<file path="src/rtl/hce_pkg.sv">
// Shared types, constants and the modulo-26 reduction for the Hill cipher encryptor.
`default_nettype none
package hce_pkg;
   localparam int unsigned LetterW    = 5;
   localparam int unsigned RowW       = 15;
   localparam int unsigned AccW       = 12;
   localparam int unsigned Alphabet   = 26;
   localparam int unsigned Recip      = 2521;
   localparam int unsigned RecipShift = 16;
   localparam int unsigned ProdW      = AccW + 12;

   typedef logic [LetterW-1:0] letter_type;

   typedef enum logic [1:0] {
      REG_ORDER = 2'd0,
      REG_ROW0  = 2'd1,
      REG_ROW1  = 2'd2,
      REG_ROW2  = 2'd3
   } reg_type;

   typedef struct packed {
      letter_type [2:0] vec;
      logic             size3;
      logic             last;
   } blk_type;

   typedef struct packed {
      logic                 order;
      logic [2:0][RowW-1:0] rows;
   } key_type;

   typedef struct packed {
      logic empty;
      logic full;
   } qstat_type;

   // x <= 2883: reciprocal quotient is exact, final compare kept as a guard
   function automatic letter_type mod26(input logic [AccW-1:0] x);
      logic [ProdW-1:0] prod;
      logic [AccW-1:0]  q;
      logic [AccW-1:0]  r;
      prod = {{(ProdW-AccW){1'b0}}, x} * ProdW'(Recip);
      q    = AccW'(prod >> RecipShift);
      r    = x - AccW'(q * AccW'(Alphabet));
      if (r >= AccW'(Alphabet)) begin
         r = r - AccW'(Alphabet);
      end
      return r[LetterW-1:0];
   endfunction
endpackage
`default_nettype wire

</file>
<file path="src/rtl/hill_cipher_encrypt.sv">
// Top level of the streaming Hill cipher encryptor with its register port.
// Takes one plaintext letter per cycle while the two-entry block queue has room; a letter
// that completes a block (2 or 3 letters, or any letter marked message_end, padded with 'a')
// queues it. The back end emits one cipher letter per key row, one per cycle while rsp_stall
// is low, so a block of n letters yields n results, each through the queue register, the
// dot-product stage and the modulo-26 output register. Sustained rate is one letter per
// cycle while the output is not stalled; short final blocks produce more results than
// letters and may stall the input briefly. Registers: key_order at 0x0, key rows 0..2 at
// 0x4, 0x8, 0xC.
`default_nettype none
module hill_cipher_encrypt (
   input  wire logic                clock,
   input  wire logic                reset,
   input  wire logic                req_valid,
   output logic                     req_stall,
   input  wire hce_pkg::letter_type req_plain_letter,
   input  wire logic                req_message_end,
   output logic                     rsp_valid,
   input  wire logic                rsp_stall,
   output hce_pkg::letter_type      rsp_cipher_letter,
   output logic                     rsp_final_output,
   input  wire logic                csr_psel,
   input  wire logic                csr_penable,
   input  wire logic                csr_pwrite,
   input  wire logic [3:0]          csr_paddr,
   input  wire logic [31:0]         csr_pwdata,
   output logic [31:0]              csr_prdata,
   output logic                     csr_pready
);
   hce_pkg::key_type   key_ff;
   hce_pkg::blk_type   push_blk, head;
   hce_pkg::qstat_type q_stat;
   hce_pkg::reg_type   reg_sel;
   logic               push, pop, row_busy, csr_wr;

   assign csr_pready = 1'b1;
   assign reg_sel    = hce_pkg::reg_type'(csr_paddr[3:2]);
   assign csr_wr     = csr_psel && csr_penable && csr_pwrite;

   always_ff @(posedge clock) begin
      if (reset) begin
         key_ff.order <= 1'b1;
         key_ff.rows  <= '0;
      end else if (csr_wr) begin
         case (reg_sel)
            hce_pkg::REG_ORDER: key_ff.order   <= csr_pwdata[0];
            hce_pkg::REG_ROW0:  key_ff.rows[0] <= csr_pwdata[hce_pkg::RowW-1:0];
            hce_pkg::REG_ROW1:  key_ff.rows[1] <= csr_pwdata[hce_pkg::RowW-1:0];
            hce_pkg::REG_ROW2:  key_ff.rows[2] <= csr_pwdata[hce_pkg::RowW-1:0];
            default: ;
         endcase
      end
   end

   always_comb begin
      case (reg_sel)
         hce_pkg::REG_ORDER: csr_prdata = {31'd0, key_ff.order};
         hce_pkg::REG_ROW0:  csr_prdata = {17'd0, key_ff.rows[0]};
         hce_pkg::REG_ROW1:  csr_prdata = {17'd0, key_ff.rows[1]};
         hce_pkg::REG_ROW2:  csr_prdata = {17'd0, key_ff.rows[2]};
         default:            csr_prdata = '0;
      endcase
   end

   hce_front u_front (
      .clock            (clock),
      .reset            (reset),
      .req_valid        (req_valid),
      .req_stall        (req_stall),
      .req_plain_letter (req_plain_letter),
      .req_message_end  (req_message_end),
      .key_order        (key_ff.order),
      .q_stat           (q_stat),
      .push             (push),
      .push_blk         (push_blk)
   );

   hce_queue u_queue (
      .clock    (clock),
      .reset    (reset),
      .push     (push),
      .push_blk (push_blk),
      .pop      (pop),
      .head     (head),
      .stat     (q_stat)
   );

   hce_back u_back (
      .clock             (clock),
      .reset             (reset),
      .head              (head),
      .q_stat            (q_stat),
      .key_rows          (key_ff.rows),
      .pop               (pop),
      .row_busy          (row_busy),
      .rsp_valid         (rsp_valid),
      .rsp_stall         (rsp_stall),
      .rsp_cipher_letter (rsp_cipher_letter),
      .rsp_final_output  (rsp_final_output)
   );

   a_push_lands: assert property (@(posedge clock) disable iff (reset)
      push |=> !q_stat.empty)
      else $error("completed block did not reach the queue");

   a_row_has_block: assert property (@(posedge clock) disable iff (reset)
      row_busy |-> !q_stat.empty)
      else $error("row counter mid-block with an empty queue");

   a_no_pop_empty: assert property (@(posedge clock) disable iff (reset)
      pop |-> !q_stat.empty)
      else $error("block popped from an empty queue");

   a_cipher_range: assert property (@(posedge clock) disable iff (reset)
      rsp_valid |-> (rsp_cipher_letter < hce_pkg::letter_type'(hce_pkg::Alphabet)))
      else $error("cipher letter not reduced modulo 26");
endmodule
`default_nettype wire

</file>
<file path="src/rtl/hce_front.sv">
// Front end: takes letters, gathers them into blocks and hands full blocks to the queue.
`default_nettype none
module hce_front (
   input  wire logic               clock,
   input  wire logic               reset,
   input  wire logic               req_valid,
   output logic                    req_stall,
   input  wire hce_pkg::letter_type req_plain_letter,
   input  wire logic               req_message_end,
   input  wire logic               key_order,
   input  wire hce_pkg::qstat_type q_stat,
   output logic                    push,
   output hce_pkg::blk_type        push_blk
);
   logic [1:0]          fill_ff, fill_in;
   hce_pkg::letter_type buf_ff [2];
   logic                accept, complete;

   assign req_stall = q_stat.full;
   assign accept    = req_valid && !q_stat.full;
   assign complete  = req_message_end || (key_order ? (fill_ff >= 2'd2) : (fill_ff >= 2'd1));
   assign push      = accept && complete;

   always_comb begin
      push_blk.size3 = key_order;
      push_blk.last  = req_message_end;
      push_blk.vec   = '0;
      case (fill_ff)
         2'd0: begin
            push_blk.vec[0] = req_plain_letter;
         end
         2'd1: begin
            push_blk.vec[0] = buf_ff[0];
            push_blk.vec[1] = req_plain_letter;
         end
         default: begin
            push_blk.vec[0] = buf_ff[0];
            if (key_order) begin
               push_blk.vec[1] = buf_ff[1];
               push_blk.vec[2] = req_plain_letter;
            end else begin
               push_blk.vec[1] = req_plain_letter;
            end
         end
      endcase
   end

   always_comb begin
      fill_in = fill_ff;
      if (accept) begin
         fill_in = complete ? 2'd0 : fill_ff + 2'd1;
      end
   end

   always_ff @(posedge clock) begin
      if (reset) begin
         fill_ff <= 2'd0;
      end else begin
         fill_ff <= fill_in;
      end
   end

   always_ff @(posedge clock) begin
      if (accept && !complete) begin
         buf_ff[fill_ff[0]] <= req_plain_letter;
      end
   end
endmodule
`default_nettype wire

</file>
<file path="src/rtl/hce_queue.sv">
// Two-entry block queue between front end and product pipe.
`default_nettype none
module hce_queue (
   input  wire logic             clock,
   input  wire logic             reset,
   input  wire logic             push,
   input  wire hce_pkg::blk_type push_blk,
   input  wire logic             pop,
   output hce_pkg::blk_type      head,
   output hce_pkg::qstat_type    stat
);
   hce_pkg::blk_type mem_ff [2];
   logic             wr_ptr_ff, rd_ptr_ff;
   logic [1:0]       cnt_ff, cnt_in;
   logic             do_push, do_pop;

   assign stat.empty = (cnt_ff == 2'd0);
   assign stat.full  = (cnt_ff == 2'd2);
   assign do_push    = push && !stat.full;
   assign do_pop     = pop && !stat.empty;
   assign head       = mem_ff[rd_ptr_ff];

   always_comb begin
      cnt_in = cnt_ff;
      case ({do_push, do_pop})
         2'b10:   cnt_in = cnt_ff + 2'd1;
         2'b01:   cnt_in = cnt_ff - 2'd1;
         default: cnt_in = cnt_ff;
      endcase
   end

   always_ff @(posedge clock) begin
      if (reset) begin
         wr_ptr_ff <= 1'b0;
         rd_ptr_ff <= 1'b0;
         cnt_ff    <= 2'd0;
      end else begin
         cnt_ff <= cnt_in;
         if (do_push) begin
            wr_ptr_ff <= !wr_ptr_ff;
         end
         if (do_pop) begin
            rd_ptr_ff <= !rd_ptr_ff;
         end
      end
   end

   always_ff @(posedge clock) begin
      if (do_push) begin
         mem_ff[wr_ptr_ff] <= push_blk;
      end
   end
endmodule
`default_nettype wire

</file>
<file path="src/rtl/hce_back.sv">
// Back end: one key row per cycle when not stalled; dot product, modulo-26 into output register.
`default_nettype none
module hce_back (
   input  wire logic                       clock,
   input  wire logic                       reset,
   input  wire hce_pkg::blk_type           head,
   input  wire hce_pkg::qstat_type         q_stat,
   input  wire logic [2:0][hce_pkg::RowW-1:0] key_rows,
   output logic                            pop,
   output logic                            row_busy,
   output logic                            rsp_valid,
   input  wire logic                       rsp_stall,
   output hce_pkg::letter_type             rsp_cipher_letter,
   output logic                            rsp_final_output
);
   logic [1:0]                row_ff, row_in, last_row;
   logic                      en, take;
   logic [hce_pkg::AccW-1:0]  acc_ff, acc_in;
   logic                      va_ff, fin_ff;
   logic                      rsp_valid_ff;
   hce_pkg::letter_type       rsp_letter_ff;
   logic                      rsp_final_ff;
   logic [hce_pkg::RowW-1:0]  key_row;

   assign en       = !rsp_valid_ff || !rsp_stall;
   assign take     = en && !q_stat.empty;
   assign last_row = head.size3 ? 2'd2 : 2'd1;
   assign pop      = take && (row_ff == last_row);
   assign row_busy = (row_ff != 2'd0);
   assign key_row  = key_rows[row_ff];

   always_comb begin
      acc_in = '0;
      for (int c = 0; c < 3; c++) begin
         acc_in = acc_in
                + hce_pkg::AccW'(key_row[c*hce_pkg::LetterW +: hce_pkg::LetterW])
                * hce_pkg::AccW'(head.vec[c]);
      end
   end

   always_comb begin
      row_in = row_ff;
      if (take) begin
         row_in = (row_ff == last_row) ? 2'd0 : row_ff + 2'd1;
      end
   end

   always_ff @(posedge clock) begin
      if (reset) begin
         row_ff       <= 2'd0;
         va_ff        <= 1'b0;
         rsp_valid_ff <= 1'b0;
      end else begin
         row_ff <= row_in;
         if (en) begin
            va_ff        <= !q_stat.empty;
            rsp_valid_ff <= va_ff;
         end
      end
   end

   always_ff @(posedge clock) begin
      if (en) begin
         acc_ff        <= acc_in;
         fin_ff        <= head.last && (row_ff == last_row);
         rsp_letter_ff <= hce_pkg::mod26(acc_ff);
         rsp_final_ff  <= fin_ff;
      end
   end

   assign rsp_valid         = rsp_valid_ff;
   assign rsp_cipher_letter = rsp_letter_ff;
   assign rsp_final_output  = rsp_final_ff;
endmodule
`default_nettype wire

</file>
<file path="config.mk">
export PLATFORM = sky130hd
export DESIGN_NAME = hill_cipher_encrypt
export DESIGN_NICKNAME = d
export VERILOG_FILES = /design/src/rtl/hce_pkg.sv /design/src/rtl/hill_cipher_encrypt.sv /design/src/rtl/hce_front.sv /design/src/rtl/hce_queue.sv /design/src/rtl/hce_back.sv
export SDC_FILE = /design/constraint.sdc
export NUM_CORES = 1
export LEC_CHECK = 0
export ABC_AREA = 1
export CAP_MARGIN = 40
export CORE_MARGIN = 3
export CORE_UTILIZATION = 60
export DETAILED_ROUTE_END_ITERATION = 7
export DONT_BUFFER_PORTS = 1
export PLACE_DENSITY = 0.76
export SYNTH_ARGS = -nofsm -noshare
export SYNTH_HDL_FRONTEND = slang
export SYNTH_SLANG_ARGS = --single-unit
export TNS_END_PERCENT = 1
</file>
<file path="constraint.sdc">
create_clock -name clock -period 9.15 [get_ports clock]
set_clock_uncertainty 0.05 [all_clocks]
set_input_delay 0 -clock clock [delete_from_list [all_inputs] [get_ports clock]]
set_output_delay 0 -clock clock [all_outputs]
set_load 0.02 [all_outputs]
</file>
# Word level (Yosys, flattened, before mapping)
# Memories as Yosys holds them, arrays and structs flattened. A register that Yosys moved wholly into a read port is not among the register bits.
# Cells that the tools add are included.
classes:
  n_reduce_logical: 28
  muxes: 20
  addsub: 8
  n_mul: 5
  n_eq_ne: 8
  n_lt_le_gt_ge: 4
ops:
  columns: ["operator", "count"]
  rows:
  - ["one-hot mux 32 bit (4 select lines)", 1]
  - ["binary-select mux 15 bit (select 2 bit)", 1]
  - ["multiplier 5 x 5 -> 10 bit", 3]
  - ["two-way mux 5 bit", 5]
  - ["multiplier 12 x 12 -> 24 bit, second input constant", 1]
  - ["two-way mux 15 bit", 1]
  - ["adder 12 x 10 -> 12 bit", 1]
  - ["greater-or-equal comparator 12 x 5 -> 1 bit, second input constant", 1]
  - ["subtractor 12 bit", 1]
  - ["adder 10 x 10 -> 11 bit", 1]
  - ["multiplier 8 x 4 -> 11 bit, second input constant", 1]
  - ["logical AND 1 bit", 10]
  - ["one-hot mux 5 bit (2 select lines)", 1]
  - ["equality test 2 bit, second input constant", 4]
  - ["AND reduction 2 bit", 4]
  - ["zero test 1 bit", 7]
  - ["two-way mux 1 bit", 7]
  - ["adder 2 x 1 -> 2 bit, second input constant", 3]
  - ["equality test 2 x 1 -> 1 bit, second input constant", 3]
  - ["zero test 2 bit", 3]
  - ["two-way mux 2 bit", 3]
  - ["subtractor 5 bit, second input constant", 1]
  - ["one-hot mux 2 bit (2 select lines)", 1]
  - ["less-than comparator 2 x 3 -> 1 bit, second input constant", 1]
  - ["7 further kinds", 8]
totals:
  register_bits: 75
  ramBits: 44
  input_bits: 49
  elab_cells: 90
  mem_count: 2
mem_list:
  columns: ["memory", "words", "width", "rd", "rd_ports_with_merged_regs", "write_ports", "line", "rtl"]
  rows:
  - ["u_queue.mem_ff", 2, 17, 1, 1, 1, "hce_queue.sv:12", "hce_pkg::blk_type mem_ff [2];"]
  - ["u_front.buf_ff", 2, 5, 2, 0, 1, "hce_front.sv:16", "hce_pkg::letter_type buf_ff [2];"]

# Depth between registers and ports, before layout
# Gate-level depths: netlist of run 1.
depth:
  ltp_word: 7
  ltp_mapped: 42
  depth_no_buf: 42

# Modules after synthesis
# Synthesis of run 1 repeated with hierarchy kept, for this count alone.
unflattened:
  hier_cells: 1549
  area_unflattened_um2: 12381.9
modules_own_cells:
  columns: ["module", "area_each_um2", "cells_each", "seq_area_each_um2", "instances"]
  rows:
  - ["hce_back", 7817.5, 1009, 650.6, 1]
  - ["hill_cipher_encrypt", 2339.7, 364, 920.9, 1]
  - ["hce_queue", 1531.5, 93, 1121.1, 1]
  - ["hce_front", 693.2, 83, 340.3, 1]

# Worst setup path after synthesis of run 1
# Ideal clock, no wire load.
synth_path:
  path_type: "flip-flop to flip-flop"
  from: "reg u_back.acc_ff[3] in the netlist's numbering"
  to: "reg u_back.rsp_letter_ff[1] (netlist: u_back.rsp_cipher_letter[1]) (data pin)"
  period_less_slack_ps: 7314
  arrival_ps: 7007
  path_stages_with_launch: 37
  setup_ps: 256
  t_required_ps: 8844
  path_slack_ps: 1836
  cell_sequence: "edfxtp_1 fa_1 inv_1 fa_1 fa_1 inv_1 fa_1 inv_1 fa_1 inv_1 ha_1 nand2_1 nor2_1 a21oi_1 o21bai_1 xor2_1 ha_1 ha_1 inv_1 nand3_1 nand2_1 fa_1 o21ai_0 nand2_1 nand2_1 a21oi_1 xor2_1 ha_1 nand2_1 nor2_1 nand3_1 nand3_1 nand3_1 nand3_2 clkinv_1 nand3_1 nand2_1"
synth_between:
  elab_chain_cells: 5
  word_cells_on_any_way: 6
synth_lines:
  columns: ["element", "line", "rtl"]
  rows:
  - ["start, declared", "hce_back.sv:18", "logic [hce_pkg::AccW-1:0] acc_ff, acc_in;"]
  - ["start signal, assigned", "hce_back.sv:64", "acc_ff <= acc_in;"]
  - ["multiplier 12 x 12 -> 24 bit", "hce_pkg.sv:42", "prod = {{(ProdW-AccW){1'b0}}, x} * ProdW'(Recip);"]
  - ["multiplier 8 x 4 -> 11 bit", "hce_pkg.sv:44", "r = x - AccW'(q * AccW'(Alphabet));"]
  - ["subtractor 12 bit (*)", "hce_pkg.sv:44", null]
  - ["greater-or-equal comparator 12 x 5 -> 1 bit or subtractor 5 bit (tied branches)", "hce_pkg.sv:45, hce_pkg.sv:46", null]
  - ["two-way mux 5 bit (*)", "hce_pkg.sv:45", "if (r >= AccW'(Alphabet)) begin"]
  - ["end signal, assigned", "hce_back.sv:66", "rsp_letter_ff <= hce_pkg::mod26(acc_ff);"]
  - ["end, declared", "hce_back.sv:21", "hce_pkg::letter_type rsp_letter_ff;"]
# Every way passes the cells marked *; elsewhere a longest branch is shown, timed or not.
# A chain may end at the register's enable or synchronous reset.

==> impl_metrics.csv, run 1 <==
group,metric,value,unit
synthesis,synth_warnings,0,
setup_path,critPathMaxFanout,11,
clock_network,clockRootBuffer,"clkbuf_16",
timing,finalSetupViolCount,0,
placement,place_congestion,0.898,
flow_run,cap_violations,0,
setup_path,cp_data_required_time,9280,ps
layout,fin_cells,1730,
drt,wl_met2,12.6,mm
synthesis,synth_top_area_share,16.9,%
clock_network,clkTransAtPathRegs,60,ps
global_routing,grt_usage,24.5,%
setup_path,start_kind,"flip-flop",
worst_hold_path,hold_depth,4,
placement,place.port_buffers,0,
synthesis,syn_area_per_cell,8.23,um^2
timing,hold_ws,33.2,ps
floorplan,core_area,19000,um^2
clock_network,clock_sinks,120,
synthesis,async_flop_share,0,%
drt,top_layer,"met4",
synthesis,synth_area_leaders,"ha_1 (17%), fa_1 (16%), edfxtp_1 (16%), dfxtp_1 (9.7%), inv_1 (9.4%)",
synthesis,synth-edff-count,63,
setup_path,r2r_slack,1070,ps
global_routing,grt_pass1_wl,43.4,mm
setup_path,critPathCaptureType,"flip-flop",
drt,met1_length,10.5,mm
floorplan,start_util,62.0,%
setup_path,endpoint,"u_back.acc_ff[11]$_DFFE_PN_",
timing,maxSlewHeadroom,35.3,%
clock_network,cts-resized-gates,0,
placement,dpl-instance-area,12000,um^2
layout,layout-drive-gt1-share,4.63,%
synthesis,synth_common_cells,"inv_1 (296), nand2_1 (227), ha_1 (159)",
floorplan,rows,50,
synthesis,synth_ff_type,"edfxtp_1",
global_routing,grt_antenna_before_repair,0,
drt,drcViolationCount,0,
timing,tightest_slew,967,ps
floorplan,boundaryPins,90,
timing,post-route-period-util,88.3,%
drt,vias_per_cell,5.28,
clock_network,insertion_delay,420,ps
floorplan,fp.dieH,146,um
drt,antenna_left,0,
synthesis,ys_types,45,
setup_path,path_buf_inv,4,
layout,diodes,0,
timing,period_minus_slack,8080,ps
worst_hold_path,hold_path_class,"in2reg",
drt,first_iter_violations,566,
drt,dr_total_vias,9141,
setup_path,crit_type,"reg2reg",
clock_network,cts_made_buffers,17,
global_routing,grt_start_max_net_pins,47,
setup_path,cp_slowest_cell,"dfxtp_1",
global_routing,grt_pass1_vias,9337,
setup_path,reg2reg_depth,26,
clock_network,cts_tree,"done",
setup_path,cp_top_family,"adder cells",
placement,hpwl,19.7,mm
drt,wire_per_inst,14.4,um
global_routing,grt_overflow_total,0,
timing,slew_viol_final,0,
setup_path,reg2reg_to,"u_back.acc_ff[11]$_DFFE_PN_",
setup_path,crit_top_cell,"fa_1",
setup_path,worstPathArrival,8200,ps
synthesis,yosysTopAreaCell,"ha_1",
setup_path,cp_num_cells,26,
synthesis,netlist_area,11800,um^2
synthesis,synth_most_common_cell,"inv_1",
floorplan,dieWidth,146,um
layout,nets,1760,
synthesis,seq_area_frac_synth,25.7,%
drt,wirelength,24.9,mm
clock_network,cts_buffer_depth,2,
timing,hold_viol_final,0,
layout,area_growth,8.70,%
outcome,outcome,"completed",
layout,fin_area,12800,um^2
floorplan,die_area,21400,um^2
setup_path,slowest_delay,590,ps
synthesis,synth_seq_cells,120,
timing,rsz0062_at_grt,"no",
timing,clock.fmax,0.124,GHz
timing,tns,0,ps
drt,drtPass1Iterations,6,
placement,dp.cells,1671,
drt,wl_met3,1.12,mm
clock_network,htreeDepth,4,
synthesis,syn-instance-count,1432,
flip-flops by register name, indices dropped and copies added, names as in the netlist, 2 cells and up, named ones only:
register                  flops
u_front.buf_ff               10
key_ff                       46
u_back.acc_ff                12
u_queue.cnt_ff                2
u_queue.mem_ff               34
u_front.fill_ff               2
u_back.rsp_cipher_letter      5
u_back.row_ff                 2
stage by stage:
step                setup slack, ps  util [%]
floorplan                      1840         -
global placement               1210      62.9
detailed placement             1070      63.0
CTS                            1050      67.3
global route                    484      67.3
finish                         1070      67.3
logic make-up (layout without fill, tap and decap cells):
| kind of cell | Yosys count | in the layout | share of synthesized area (%) |
|---|---|---|---|
| fa+ha+maj | 254 | 254 | 33.0 |
| compound gates | 231 | 231 | 11.2 |
| other cells | 2 | 18 | 0.0637 |
| buf+inv | 351 | 373 | 11.8 |
| simple gates | 440 | 440 | 15.5 |
| flops | 120 | 120 | 25.7 |
| mux | 7 | 7 | 0.595 |
| xor+xnor | 27 | 27 | 2.07 |
worst min-delay path by stage:
stage                           from                         endpoint
after floorplan                reset        u_back.va_ff$_SDFFE_PP0N_
after global placement         reset  u_front.fill_ff[1]$_SDFFE_PP0P_
after detailed placement       reset  u_front.fill_ff[1]$_SDFFE_PP0P_
after CTS                 csr_pwrite          key_ff[30]$_SDFFE_PP0P_
after global routing      csr_pwrite          key_ff[30]$_SDFFE_PP0P_
final                     csr_pwrite          key_ff[30]$_SDFFE_PP0P_
routing by layer:
metal	GRT usage, %	up-vias
li1	-	4617
met1	29.9	4263
met2	43.9	214
met3	4.47	47
met4	8.04	0
met5	0	-
repair_timing:
action,in CTS,in global routing
hold buffers,27,0
hold endpoints to repair,99,0
buffers inserted,0,0
worst min-delay path: stages:
cell	delay (ps)
nand3_1	140
nor2_1	80
o21ai_0	180
nor2_1	50
cells in the final DEF, fill, tap and decap left out, types with 3 or more instances in the layout:
cell type      instances
edfxtp_1              63
ha_1                 159
o22ai_1                5
dlygate4sd3_1         27
nor2_1               136
xnor2_1                7
clkinv_2               3
xor2_1                19
nand4_1               10
nand3_2                3
or2_2                  7
or2_1                  5
inv_1                296
fa_1                  95
o21bai_1               8
a21oi_1               82
nand2_1              227
o21ai_1               19
dfxtp_1               57
nand3_1               37
inv_6                  3
mux2i_1                7
o211ai_1              16
nand2_2                4
clkbuf_16             17
buf_4                  5
o31ai_1                4
nand3b_1               3
o21ai_0               71
inv_2                 11
o221ai_1              14
clkinv_4               4
nor3_1                 3
conb_1                18
layout make-up:
type / count / area [um^2]
clock buffers: 18 / 429
clock inverters: 14 / 125
fillers: 1603 / 6210
inverters: 308 / 1160
multi-input cells: 977 / 7420
flip-flops and latches: 120 / 3030
well taps: 260 / 325
repair buffers: 33 / 323
Power of run 1 is left out: the tool's default activity adds up to more than one toggle a clock period on the data nets, which glitch-free logic cannot reach.
==> inputs of run 2 (changes only) <==
CORE_UTILIZATION = 45   (was 60)
PLACE_DENSITY = default   (was 0.76)
clock period = 8.06 ns   (was 9.15 ns; I/O delays follow)
==> run 2 against run 1 <==
Sequential share of layout area fell by 0.93 points. Global-route usage shrank 5.2 points. Final area is 4.1% higher. First-iteration DRC count decreased by 24%. Critical path type unchanged. Highest routed layer unchanged.
==> impl_metrics.csv, run 2 (synthesis results as in run 1) <==
group,metric,value,unit
global_routing,grt_pass1_vias,9330,
layout,mostFrequentLayoutCells,"inv_1 (296), nand2_1 (225), ha_1 (157)",
layout,diodes,0,
placement,hpwl,20.8,mm
timing,clock.fmax,0.132,GHz
drt,drtPass1Iterations,5,
floorplan,boundaryPins,90,
timing,hold_viol_final,0,
global_routing,grt_usage,19.3,%
global_routing,grt_pass1_wl,44.6,mm
layout,layout_commonest_cell,"inv_1",
worst_hold_path,hold_depth,4,
layout,n_fill_cell,2409,
clock_network,cts_made_buffers,17,
floorplan,dieWidth,168,um
layout,layout-drive-gt1-share,8.74,%
worst_hold_path,hold_path_class,"in2reg",
setup_path,crit_type,"reg2reg",
timing,fin_ws,474,ps
setup_path,critPathMaxFanout,12,
layout,top_register,"key_ff",
timing,tns,0,ps
setup_path,timing.rr.start,"u_back.row_ff[1]$_SDFFE_PP0P_",
global_routing,grt_antenna_before_repair,0,
timing,slew_viol_final,0,
floorplan,start_util,46.3,%
global_routing,use_met3,3.19,%
setup_path,start_kind,"flip-flop",
clock_network,cts_tree,"done",
floorplan,fp.dieH,168,um
timing,post-route-period-util,94.1,%
clock_network,insertion_delay,420,ps
global_routing,grt_start_max_net_pins,50,
setup_path,r2r_slack,470,ps
global_routing,grt.busiest_layer,"met2",
layout,largest_reg_flops,46,
setup_path,cp_data_required_time,8170,ps
setup_path,slowest_delay,550,ps
drt,wire_per_inst,14.2,um
timing,maxSlewHeadroom,48.7,%
global_routing,grt_use_met1,23.8,%
clock_network,clockRootBuffer,"clkbuf_16",
setup_path,path_buf_inv,5,
layout,fin_area,13300,um^2
worst_hold_path,hp-start,"csr_pwrite",
placement,pre_cts_slack,141,ps
placement,dpl-instance-area,12300,um^2
layout,regArea,3030,um^2
drt,antenna_left,0,
drt,dr_total_vias,9078,
outcome,outcome,"completed",
placement,place_congestion,0.849,
floorplan,core_area,25500,um^2
setup_path,cp_slowest_cell,"fa_1",
worst_hold_path,holdPathEnd,"key_ff[23]$_SDFFE_PP0P_",
floorplan,rows,58,
floorplan,die_area,28200,um^2
layout,multi_input_comb_area,7520,um^2
flow_run,cap_violations,0,
layout,nets,1801,
layout,post-route-util,52.3,%
clock_network,clkTransAtPathRegs,60,ps
clock_network,htreeDepth,4,
setup_path,reg2reg_depth,27,
timing,finalSetupViolCount,0,
layout,reg_top3,"key_ff x46, u_queue.mem_ff x34, u_back.acc_ff x12",
layout,area_growth,13.2,%
global_routing,use_met2,35.2,%
drt,vias_per_cell,4.93,
drt,first_iter_violations,430,
setup_path,critPathCaptureType,"flip-flop",
timing,rsz0062_at_grt,"yes",
setup_path,worstPathArrival,7700,ps
setup_path,crit_top_cell,"fa_1",
timing,tightest_slew,762,ps
drt,drcViolationCount,0,
drt,wirelength,26.2,mm
placement,place.port_buffers,0,
setup_path,cp_top_family,"adder cells",
timing,period_minus_slack,7590,ps
clock_network,clock_sinks,120,
setup_path,reg2reg_to,"u_back.acc_ff[11]$_DFFE_PN_",
clock_network,cts_buffer_depth,2,
global_routing,grt_overflow_total,0,
## run 2: through the flow
stage          hold WS (ps)  std cells
2_1_floorplan          19.1       1448
3_3_place_gp           21.6       1762
3_5_place_dp           22.4       1764
4_1_cts                34.6       1824
5_1_grt                 101       1841
6_report               43.8       1841
## run 2: how the worst max path moves through the flow
| stage | startpoint | endpoint | cells after the start |
|---|---|---|---|
| global placement | u_back.acc_ff[6]$_DFFE_PN_ | u_back.rsp_cipher_letter[3]$_DFFE_PN_ | 36 |
| finish | u_back.row_ff[1]$_SDFFE_PP0P_ | u_back.acc_ff[11]$_DFFE_PN_ | 27 |
| floorplan | u_back.acc_ff[3]$_DFFE_PN_ | u_back.rsp_cipher_letter[1]$_DFFE_PN_ | 36 |
| detailed placement | u_back.acc_ff[5]$_DFFE_PN_ | u_back.rsp_cipher_letter[3]$_DFFE_PN_ | 39 |
| global route | u_back.acc_ff[6]$_DFFE_PN_ | u_back.rsp_cipher_letter[2]$_DFFE_PN_ | 38 |
| CTS | u_back.acc_ff[5]$_DFFE_PN_ | u_back.rsp_cipher_letter[3]$_DFFE_PN_ | 39 |
## run 2: cell type report
cell class	instances	share of cell area (%)
multi-input combinational	977	56.4
sequential	120	22.7
inverter	308	8.67
timing repair buffer	74	4.80
clock buffer	19	3.48
tap	330	3.10
clock inverter	13	0.798
## run 2: what timing repair did
action / CTS / global route
endpoints found under the setup margin: 0 / 7
buffers inserted: 0 / 17
resized for setup: 0 / 27
hold buffers: 28 / 0
hold endpoints to repair: 96 / 0
## run 2: worst min-delay path: cells and delay by family
family          cells  cell delay [ps]
simple gates        3              310
compound gates      1              160
## run 2: routing by layer
metal	wire length [um]	part of all wire, %	vias to the layer above
met4	333	1.3	0
met5	0	0	-
met1	11800	45	4268
met2	13400	51	93
li1	-	-	4693
met3	655	2.5	24
Power of run 2 is left out for the same reason.
==> inputs of run 3 (changes only) <==
clock period = 6.85 ns   (was 8.06 ns; I/O delays follow)
==> run 3 against run 2 <==
The flow now finishes with violations (setup timing). Wire length is 6.0% higher. Register-to-register slack worse by 900 ps. Setup slack worse by 900 ps. Final area is 11% higher. Count of clock-buffer cells in the layout is 3 higher. Critical endpoint is now u_back.rsp_cipher_letter[2]$_DFFE_PN_.
==> impl_metrics.csv, run 3 (synthesis results as in run 1) <==
group,metric,value,unit
flow_run,cap_violations,0,
drt,dr_total_vias,9647,
timing,maxSlewHeadroom,45.6,%
floorplan,boundaryPins,90,
layout,nets,1927,
setup_path,timing.rr.start,"u_back.acc_ff[5]$_DFFE_PN_",
outcome,outcome,"finished with violations",
drt,wirelength,27.7,mm
clock_network,clock_sinks,120,
setup_path,slowest_delay,520,ps
global_routing,grt_pass1_vias,9978,
global_routing,grt_overflow_total,0,
setup_path,worstPathArrival,7410,ps
floorplan,start_util,46.3,%
layout,mostFrequentLayoutCells,"inv_1 (284), nand2_1 (205), buf_4 (168)",
setup_path,critPathMaxFanout,6,
timing,slew_viol_final,0,
setup_path,crit_type,"reg2reg",
layout,reg_top3,"key_ff x46, u_queue.mem_ff x34, u_back.acc_ff x12",
drt,drtPass1Iterations,5,
timing,clock.fmax,0.137,GHz
global_routing,grt_pass1_wl,47.4,mm
global_routing,grt_start_max_net_pins,47,
timing,hold_viol_final,0,
layout,post-route-util,58.2,%
layout,fin_area,14800,um^2
setup_path,critPathCaptureType,"flip-flop",
global_routing,grt_usage,20.3,%
layout,layout_commonest_cell,"inv_1",
floorplan,dieWidth,168,um
timing,rsz0062_at_grt,"yes",
timing,fin_ws,-424,ps
timing,hold_ws,68.8,ps
clock_network,cts_made_buffers,17,
setup_path,reg2reg_depth,35,
setup_path,cp_data_required_time,6980,ps
timing,tightest_slew,808,ps
floorplan,rows,58,
drt,vias_per_cell,4.90,
worst_hold_path,hold_path_class,"in2reg",
clock_network,cts_buffer_depth,2,
worst_hold_path,hp-start,"csr_pwrite",
timing,post-route-period-util,106,%
placement,place_congestion,0.867,
drt,antenna_left,0,
timing,finalSetupViolCount,10,
placement,place.port_buffers,0,
setup_path,worstSetupStartpoint,"u_back.acc_ff[5]$_DFFE_PN_",
timing,period_minus_slack,7270,ps
placement,dpl-instance-area,13400,um^2
clock_network,htreeDepth,4,
drt,wire_per_inst,14.1,um
global_routing,grt_antenna_before_repair,0,
floorplan,die_area,28200,um^2
worst_hold_path,hold_depth,4,
clock_network,clockRootBuffer,"clkbuf_16",
floorplan,core_area,25500,um^2
drt,first_iter_violations,577,
placement,hpwl,22.3,mm
setup_path,cp_slowest_cell,"fa_1",
floorplan,fp.dieH,168,um
layout,top_register,"key_ff",
layout,diodes,0,
layout,layout-drive-gt1-share,20.5,%
layout,area_growth,25.9,%
clock_network,insertion_delay,420,ps
drt,drcViolationCount,0,
clock_network,cts_tree,"done",
outcome,violations,"setup timing",
setup_path,start_kind,"flip-flop",
clock_network,clkTransAtPathRegs,60,ps
layout,largest_reg_flops,46,
==> run 3: changes by cell type in the layout (fill, tap and decap cells not counted), sizes merged <==
cell,change
bufinv,+1
clkinvlp,-1
buf,+126
clkinv,+3
inv,-6
clkbuf,+3
==> run 3: worst paths after layout <==
path                                                end  slack, ps
setup / recovery  u_back.rsp_cipher_letter[2]$_DFFE_PN_       -420
hold / removal                  key_ff[18]$_SDFFE_PP0P_         70
setup reg to reg  u_back.rsp_cipher_letter[2]$_DFFE_PN_       -420
hold reg to reg       u_back.rsp_final_output$_DFFE_PN_        380
==> run 3: timing repair <==
item | CTS | global route
pin swaps | 25 | 53
buffers inserted | 17 | 7
resized for setup | 14 | 61
hold buffers | 28 | 0
endpoints found under the hold margin | 105 | 0
setup endpoints to repair | 10 | 12
==> run 3: per-stage QoR <==
stage	setup WS, ps	std cells	setup TNS [ps]
global placement	-429	1881	-3090
CTS	-386	1960	-2860
global route	-807	1967	-6430
detailed placement	-548	1883	-3890
floorplan	-19.0	1448	-74.0
finish	-424	1967	-2800
==> run 3: per-layer routing <==
layer	global-route usage, %	vias up	routed length (um)
met5	0	-	0
met4	6.12	0	677
met3	3.03	45	853
met2	37.3	143	14100
met1	24.7	4515	12100
li1	-	4944	-
==> run 3: layout make-up <==
cell class                 count  area, um^2
timing repair buffer         200        1590
multi-input combinational    977        8030
inverter                     308        1160
fill                        2273       10600
tap                          330         413
clock inverter                10         105
sequential                   120        3030
clock buffer                  22         508
==> run 3: worst max-delay path, delay by kind of cell (launching register included) <==
family          cells  cell delay (ps)
fa+ha+maj          11             4090
simple gates        9              840
compound gates      6              740
buf+inv             7              470
xor+xnor            2              420
flops               1              410
Power of run 3 is left out for the same reason.
